**src/rtl/assert_macros.svh**
```systemverilog
// assertion macros used by the top-level rtl file
`ifndef ASSERT_MACROS_SVH
`define ASSERT_MACROS_SVH

`ifndef ASSERT_OFF

// property that must hold on every clock edge outside reset
`define SPC_ASSERT(label, clk, rstn, prop) \
    label: assert property (@(posedge clk) disable iff (!rstn) (prop)) \
        else $error("assertion failed");

// implication checked on every clock edge outside reset
`define SPC_ASSERT_IMPL(label, clk, rstn, ante, cons) \
    label: assert property (@(posedge clk) disable iff (!rstn) (ante) |-> (cons)) \
        else $error("assertion failed");

`else

`define SPC_ASSERT(label, clk, rstn, prop)
`define SPC_ASSERT_IMPL(label, clk, rstn, ante, cons)

`endif

`endif

```
**src/rtl/spc_pkg.sv**
```systemverilog
// types, codes and helpers of the stepper position controller
package spc_pkg;

    localparam int POS_W  = 16;
    localparam int TIME_W = 20;
    localparam int COIL_W = 4;
    localparam int OP_W   = 2;
    localparam int CFG_IDX_W  = 2;
    localparam int CFG_DATA_W = 20;

    typedef enum logic [OP_W-1:0] {
        OP_TICK = 2'd0,
        OP_GOTO = 2'd1,
        OP_STOP = 2'd2,
        OP_RSVD = 2'd3
    } spc_op_t;

    localparam logic [CFG_IDX_W-1:0] REG_RANGE_LOW     = 2'd0;
    localparam logic [CFG_IDX_W-1:0] REG_RANGE_HIGH    = 2'd1;
    localparam logic [CFG_IDX_W-1:0] REG_STEP_INTERVAL = 2'd2;

    localparam logic signed [POS_W-1:0] RANGE_LOW_RST     = -16'sd200;
    localparam logic signed [POS_W-1:0] RANGE_HIGH_RST    = 16'sd200;
    localparam logic [TIME_W-1:0]       STEP_INTERVAL_RST = 20'd5000;

    typedef struct packed {
        logic signed [POS_W-1:0] range_low;
        logic signed [POS_W-1:0] range_high;
        logic [TIME_W-1:0]       step_interval;
    } spc_cfg_t;

    typedef struct packed {
        logic signed [POS_W-1:0] position;
        logic signed [POS_W-1:0] target;
        logic [TIME_W-1:0]       elapsed;
        logic [COIL_W-1:0]       coils;
    } spc_state_t;

    typedef struct packed {
        logic [COIL_W-1:0]       coils;
        logic signed [POS_W-1:0] current_position;
        logic                    moving;
        logic                    stepped;
    } spc_result_t;

    // full-step phase pattern, pin1..pin4 msb first
    function automatic logic [COIL_W-1:0] coil_pattern(input logic [1:0] phase);
        logic [COIL_W-1:0] pat;
        case (phase)
            2'd0:    pat = 4'b1010;
            2'd1:    pat = 4'b0110;
            2'd2:    pat = 4'b0101;
            2'd3:    pat = 4'b1001;
            default: pat = 4'b0000;
        endcase
        return pat;
    endfunction

endpackage

```
**src/rtl/stepper_position_controller_top.sv**
```systemverilog
// top level of the full-step stepper position controller
//
// input channel s_*: one beat per command, opcode tick (one microsecond),
// goto (target in s_position) or stop (target becomes the current position);
// the target is clamped if range_low < range_high. opcode 3 only re-clamps it.
// result channel m_*: exactly one beat per input beat, in order, carrying
// the coil drive, the position after the command, moving and stepped.
// configuration: cfg_wr_en/cfg_index/cfg_data write range_low (0),
// range_high (1) and step_interval (2); they are to be written only while
// idle, a rule for the user that the block itself does not enforce.
// throughput: one beat per cycle while s_ready is high; the whole step rule
// (clamp, saturating time compare, +/-1 step, coil lookup) is one pass of
// combinational logic that updates the state registers at the accepting edge.
// stall: a two-entry result queue sits before m_*, so a new beat is taken
// while one result waits; s_ready drops only when both entries are full.
// reset (aresetn low, synchronous): position, target, elapsed time and coils
// go to zero, range registers to -200/200, step_interval to 5000, queue empty.
module stepper_position_controller_top
    import spc_pkg::*;
(
    input  logic                    aclk,
    input  logic                    aresetn,
    input  logic                    cfg_wr_en,
    input  logic [CFG_IDX_W-1:0]    cfg_index,
    input  logic [CFG_DATA_W-1:0]   cfg_data,
    input  logic                    s_valid,
    output logic                    s_ready,
    input  logic [OP_W-1:0]         s_opcode,
    input  logic signed [POS_W-1:0] s_position,
    output logic                    m_valid,
    input  logic                    m_ready,
    output logic [COIL_W-1:0]       m_coils,
    output logic signed [POS_W-1:0] m_current_position,
    output logic                    m_moving,
    output logic                    m_stepped
);

`include "assert_macros.svh"

    spc_cfg_t    cfg_reg;
    spc_state_t  state_reg;
    spc_state_t  state_next;
    spc_result_t step_result;
    spc_result_t out_result;
    logic        in_beat;

    // configuration registers
    always_ff @(posedge aclk) begin
        if (!aresetn) begin
            cfg_reg.range_low     <= RANGE_LOW_RST;
            cfg_reg.range_high    <= RANGE_HIGH_RST;
            cfg_reg.step_interval <= STEP_INTERVAL_RST;
        end else if (cfg_wr_en) begin
            case (cfg_index)
                REG_RANGE_LOW:     cfg_reg.range_low     <= cfg_data[POS_W-1:0];
                REG_RANGE_HIGH:    cfg_reg.range_high    <= cfg_data[POS_W-1:0];
                REG_STEP_INTERVAL: cfg_reg.step_interval <= cfg_data[TIME_W-1:0];
                default: ;
            endcase
        end
    end

    assign in_beat = s_valid && s_ready;

    // combinational step rule
    spc_step_core u_core (
        .cfg        (cfg_reg),
        .state_cur  (state_reg),
        .opcode     (s_opcode),
        .position   (s_position),
        .state_next (state_next),
        .result     (step_result)
    );

    // motor state advances only on an accepted beat
    always_ff @(posedge aclk) begin
        if (!aresetn) begin
            state_reg <= '0;
        end else if (in_beat) begin
            state_reg <= state_next;
        end
    end

    // result queue decouples the receiver
    spc_out_fifo u_out (
        .aclk      (aclk),
        .aresetn   (aresetn),
        .in_valid  (s_valid),
        .in_ready  (s_ready),
        .in_data   (step_result),
        .out_valid (m_valid),
        .out_ready (m_ready),
        .out_data  (out_result)
    );

    assign m_coils            = out_result.coils;
    assign m_current_position = out_result.current_position;
    assign m_moving           = out_result.moving;
    assign m_stepped          = out_result.stepped;

    // position only moves on an accepted beat, and by one step at most
    `SPC_ASSERT_IMPL(a_pos_needs_beat, aclk, aresetn,
        state_reg.position != $past(state_reg.position), $past(in_beat))
    `SPC_ASSERT_IMPL(a_step_is_unit, aclk, aresetn,
        state_reg.position != $past(state_reg.position),
        (state_reg.position - $past(state_reg.position) == 16'sd1) ||
        ($past(state_reg.position) - state_reg.position == 16'sd1))
    // a stepping result shows the coil pattern of its own position
    `SPC_ASSERT_IMPL(a_step_coils, aclk, aresetn, m_valid && m_stepped,
        m_coils == coil_pattern(m_current_position[1:0]))
    // a step is only reported on a tick beat
    `SPC_ASSERT_IMPL(a_step_on_tick, aclk, aresetn, in_beat && step_result.stepped,
        s_opcode == OP_TICK)

endmodule

```
**src/rtl/spc_step_core.sv**
```systemverilog
// next-state and result logic for one beat
module spc_step_core
    import spc_pkg::*;
(
    input  spc_cfg_t                cfg,
    input  spc_state_t              state_cur,
    input  logic [OP_W-1:0]         opcode,
    input  logic signed [POS_W-1:0] position,
    output spc_state_t              state_next,
    output spc_result_t             result
);

    logic signed [POS_W-1:0] tgt_sel;
    logic signed [POS_W-1:0] tgt_clamped;
    logic                    is_tick;
    logic [TIME_W-1:0]       elapsed_inc;
    logic                    fire;
    logic signed [POS_W-1:0] pos_new;

    always_comb begin
        case (opcode)
            OP_GOTO: tgt_sel = position;
            OP_STOP: tgt_sel = state_cur.position;
            default: tgt_sel = state_cur.target;
        endcase
    end

    // clamp only with a proper range
    always_comb begin
        tgt_clamped = tgt_sel;
        if (cfg.range_low < cfg.range_high) begin
            if (tgt_sel < cfg.range_low) begin
                tgt_clamped = cfg.range_low;
            end else if (tgt_sel > cfg.range_high) begin
                tgt_clamped = cfg.range_high;
            end
        end
    end

    assign is_tick = (opcode == OP_TICK);

    // elapsed time saturates at the interval
    assign elapsed_inc = (state_cur.elapsed < cfg.step_interval) ?
                         state_cur.elapsed + 1'b1 : state_cur.elapsed;

    assign fire = is_tick && (tgt_clamped != state_cur.position) &&
                  (elapsed_inc >= cfg.step_interval);

    assign pos_new = (tgt_clamped > state_cur.position) ?
                     state_cur.position + 16'sd1 : state_cur.position - 16'sd1;

    always_comb begin
        state_next        = state_cur;
        state_next.target = tgt_clamped;
        if (is_tick) begin
            state_next.elapsed = elapsed_inc;
        end
        if (fire) begin
            state_next.elapsed  = '0;
            state_next.position = pos_new;
            state_next.coils    = coil_pattern(pos_new[1:0]);
        end
    end

    assign result.coils            = state_next.coils;
    assign result.current_position = state_next.position;
    assign result.moving           = (state_next.target != state_next.position);
    assign result.stepped          = fire;

endmodule

```
**src/rtl/spc_out_fifo.sv**
```systemverilog
// two-entry result queue between the step logic and the output port
module spc_out_fifo
    import spc_pkg::*;
(
    input  logic        aclk,
    input  logic        aresetn,
    input  logic        in_valid,
    output logic        in_ready,
    input  spc_result_t in_data,
    output logic        out_valid,
    input  logic        out_ready,
    output spc_result_t out_data
);

    spc_result_t mem_reg [2];
    logic        wr_ptr_reg;
    logic        wr_ptr_next;
    logic        rd_ptr_reg;
    logic        rd_ptr_next;
    logic [1:0]  count_reg;
    logic [1:0]  count_next;
    logic        push;
    logic        pop;

    assign in_ready  = (count_reg != 2'd2);
    assign out_valid = (count_reg != 2'd0);
    assign out_data  = mem_reg[rd_ptr_reg];
    assign push      = in_valid && in_ready;
    assign pop       = out_valid && out_ready;

    always_comb begin
        wr_ptr_next = push ? ~wr_ptr_reg : wr_ptr_reg;
        rd_ptr_next = pop ? ~rd_ptr_reg : rd_ptr_reg;
        count_next  = count_reg + {1'b0, push} - {1'b0, pop};
    end

    always_ff @(posedge aclk) begin
        if (!aresetn) begin
            wr_ptr_reg <= 1'b0;
            rd_ptr_reg <= 1'b0;
            count_reg  <= 2'd0;
        end else begin
            wr_ptr_reg <= wr_ptr_next;
            rd_ptr_reg <= rd_ptr_next;
            count_reg  <= count_next;
        end
    end

    always_ff @(posedge aclk) begin
        if (push) begin
            mem_reg[wr_ptr_reg] <= in_data;
        end
    end

endmodule

```
**config.mk**
```make
export PLATFORM = sky130hd
export DESIGN_NAME = stepper_position_controller_top
export DESIGN_NICKNAME = d
export VERILOG_FILES = /design/src/rtl/spc_pkg.sv /design/src/rtl/stepper_position_controller_top.sv /design/src/rtl/spc_step_core.sv /design/src/rtl/spc_out_fifo.sv
export VERILOG_INCLUDE_DIRS = /design/src /design/src/rtl
export SDC_FILE = /design/constraint.sdc
export NUM_CORES = 1
export LEC_CHECK = 0
export ABC_AREA = 1
export BUFFER_PORTS_ARGS = -buffer_cell sky130_fd_sc_hd__buf_2
export CAP_MARGIN = 20
export CORE_ASPECT_RATIO = 1.4
export CORE_MARGIN = 1
export CORE_UTILIZATION = 55
export DETAILED_ROUTE_END_ITERATION = 10
export PLACE_DENSITY = 0.87
export SYNTH_ARGS = -nofsm -noshare
export SYNTH_HDL_FRONTEND = slang
export SYNTH_SLANG_ARGS = --single-unit
```
**constraint.sdc**
```tcl
create_clock -name aclk -period 7.1 [get_ports aclk]
set_input_delay 1.065 -clock aclk [delete_from_list [all_inputs] [get_ports aclk]]
set_output_delay 1.065 -clock aclk [all_outputs]
set_load 0.01 [all_outputs]
```
==> flow_metrics.env <==
export IMPL_combinationalPowerShare_pct=55.7
export IMPL_slew_headroom_pct=28.0
export IMPL_crit_end="u_out.mem_reg[0][1]"
export IMPL_power_frac_clock_pct=20.1
export IMPL_synth_avg_cell_area_um2=7.50
export IMPL_worst_slew_pin_slew_ps=1080
export IMPL_rr_worst_depth=41
export IMPL_core_area_um2=19100
export IMPL_synth_fp_nets=1595
export IMPL_antenna_left=0
export IMPL_path_max_fanout=13
export IMPL_drive_gt1_share_pct=25.5
export IMPL_die_area_um2=20000
export IMPL_overflow=0
export IMPL_min_period_ps=7040
export IMPL_grt_pass1_vias=10898
export IMPL_fin_nets=1797
export IMPL_start_util_pct=55.9
export IMPL_dp_cells=1843
export IMPL_synth_flop_cell="dfxtp_1"
export IMPL_cts_sinks=157
export IMPL_p_switching_mw=1.92
export IMPL_chipWidth_um=120
export IMPL_ys_seq_area_share_pct=33.5
export IMPL_cp_common_cell="nand2_1"
export IMPL_syn2layout_area_growth_pct=27.6
export IMPL_fp_row_count=60
export IMPL_clock_latency_ps=460
export IMPL_synthDistinctLibCells=41
export IMPL_synth_warnings=0
export IMPL_hold_worst_slack_ps=470
export IMPL_antenna_cells=0
export IMPL_power_density_nw_per_um2=339
export IMPL_swShare_pct=41.4
export IMPL_cts_root_buf="clkbuf_16"
export IMPL_grtUsageMet3_pct=4.87
export IMPL_cp_startpoint="s_opcode[0]"
export IMPL_synth_seq_cells=157
export IMPL_min_path_type="flip-flop to flip-flop"
export IMPL_grtUsageMet1_pct=33.4
export IMPL_cts_buffers=17
export IMPL_tritoncts="yes"
export IMPL_crit_arrival_ps=7250
export IMPL_intPower_mw=2.72
export IMPL_maxCapViolCount=0
export IMPL_cp_required_ps=7300
export IMPL_postLayoutCoreUtil_pct=71.4
export IMPL_finalSetupTns_ps=0
export IMPL_finalCritPeriodShare_pct=99.2
export IMPL_clock_path_buffers=2
export IMPL_cts_htree_levels=4
export IMPL_path_clk_slew_ps=70
export IMPL_grt_usage_pct=32.4
export IMPL_worst_setup_path_start_kind="input port"
export IMPL_endpoint_kind="flip-flop"
export IMPL_drt_first_iter_violations=1154
export IMPL_max_freq_mhz=142
export IMPL_dr_pass1_iters=7
export IMPL_hold_violations=0
export IMPL_gr_max_usage_layer="met2"
export IMPL_synth_edff_count=44
export IMPL_grt_max_degree=64
export IMPL_setup_violations_final=0
export IMPL_routabilityCongestion=0.953
export IMPL_largest_register_ffs=56
export IMPL_cpMaxStageDelayCell="ha_1"
export IMPL_met2_usage_pct=59.3
export IMPL_die_h_um=167
export IMPL_async_flop_share_pct=0
export IMPL_stdcell_count=1891
export IMPL_drt_total_wl_mm=34.3
export IMPL_fin_skew_ps=13.3
export IMPL_r2r_start="state_reg[53]"
export IMPL_worstSetupPathType="input port to flip-flop"
export IMPL_synth_area_um2=10700
export IMPL_ctsHoldBuffers=0
export IMPL_drc=0
export IMPL_vias_per_cell=5.96
export IMPL_peakVddDrop_mv=0.179
export IMPL_grt_pass1_wl_mm=51.2
export IMPL_routedWlPerCell_um=18.2
export IMPL_via_count=11262
export IMPL_hpwl_mm=23.5
export IMPL_p_seq_share_pct=24.3
export IMPL_leakagePower_nw=6.81
export IMPL_hold_depth=1
export IMPL_synth_cells=1428
export IMPL_status="finished, final reports clean"
export IMPL_io_pins=69
export IMPL_reg2reg_to="u_out.mem_reg[0][1]"
export IMPL_slew_violations=0
export IMPL_rrSetupSlack_ps=730
export IMPL_antenna_found_initial=0
export IMPL_slowest_delay_ps=390
export IMPL_port_buffers=68
-- cells in the mapped netlist, types with 23 or more instances --
master,instances,area [um^2]
a21oi_1,114,571
clkbuf_1,37,139
dfxtp_1,113,2260
edfxtp_1,44,1320
ha_1,121,1510
inv_1,221,830
mux2_2,23,259
nand2_1,258,968
nand3_1,71,355
nand4_1,30,188
nor2_1,100,375
o21ai_0,130,651
-- placed cells by master (no fill, tap or decap), types with 30 or more instances in the layout --
master,netlist,routed
a21oi_1,114,102
buf_2,9,67
buf_4,1,155
dfxtp_1,113,113
edfxtp_1,44,44
ha_1,121,100
inv_1,221,216
nand2_1,258,245
nand3_1,71,59
nand4_1,30,30
nor2_1,100,92
o21ai_0,130,98
-- area by class of cell --
| class | count | area (um^2) |
|---|---|---|
| multi-input cells | 994 | 6640 |
| repair buffers | 235 | 1690 |
| fillers | 1349 | 5480 |
| clock inverters | 15 | 165 |
| flip-flops and latches | 157 | 3580 |
| inverters | 225 | 852 |
| well taps | 248 | 310 |
| clock buffers | 17 | 425 |
-- power by group through the flow --
stage	logic (mW)	registers, mW	clock network [mW]
2_1_floorplan	1.17	1.10	0
3_3_place_gp	1.94	1.13	0
3_5_place_dp	2.01	1.14	0
4_1_cts	2.08	1.12	0.930
5_1_grt	2.77	1.13	0.963
6_report	2.58	1.12	0.930
-- how the worst min path moves through the flow --
stage / start / to
after global placement: u_out.rd_ptr_reg / u_out.rd_ptr_reg
after floorplan: u_out.rd_ptr_reg / flip-flop
after detailed placement: u_out.rd_ptr_reg / u_out.rd_ptr_reg
final: u_out.rd_ptr_reg / u_out.rd_ptr_reg
after global routing: u_out.rd_ptr_reg / u_out.rd_ptr_reg
after CTS: u_out.rd_ptr_reg / u_out.rd_ptr_reg
-- per-stage QoR --
step	setup WS, ps	power, mW	cell area, um^2
detailed placement	-721	3.15	12300
global route	-423	4.86	13700
floorplan	23.0	2.27	10700
global placement	-704	3.07	12300
finish	58.0	4.64	13700
CTS	4.35	4.13	13000
-- worst max-delay path: cells and delay by family --
| family | cells | cell delay, ps |
|---|---|---|
| fa+ha+maj | 4 | 1260 |
| simple gates | 25 | 2450 |
| compound gates | 7 | 1170 |
| buf+inv | 11 | 1250 |
-- routing by layer --
| metal | part of all wire (%) | wire length (um) |
|---|---|---|
| met5 | 0 | 0 |
| met4 | 6.9 | 2380 |
| met3 | 6.8 | 2340 |
| met2 | 51 | 17600 |
| met1 | 35 | 12000 |
-- kinds of logic after synthesis --
kind of cell	Yosys count	share of synthesized area (%)
XOR/XNOR	28	2.29
flip-flops	157	33.5
multiplexers	23	2.42
AND/OR/NAND/NOR	509	21.0
AO/OA/AOI/OAI	312	16.5
buffers and inverters	277	9.99
adder cells (fa/ha/maj)	122	14.3
-- what timing repair did --
action                                  in CTS  in global routing
pin swaps                                    6                 50
gates resized for setup                     20                133
endpoints found under the setup margin       4                 27
setup buffers                                2                 13
gates cloned                                 0                  1
endpoints found under the hold margin        0                  0
Power figures use the tool's default switching activity.
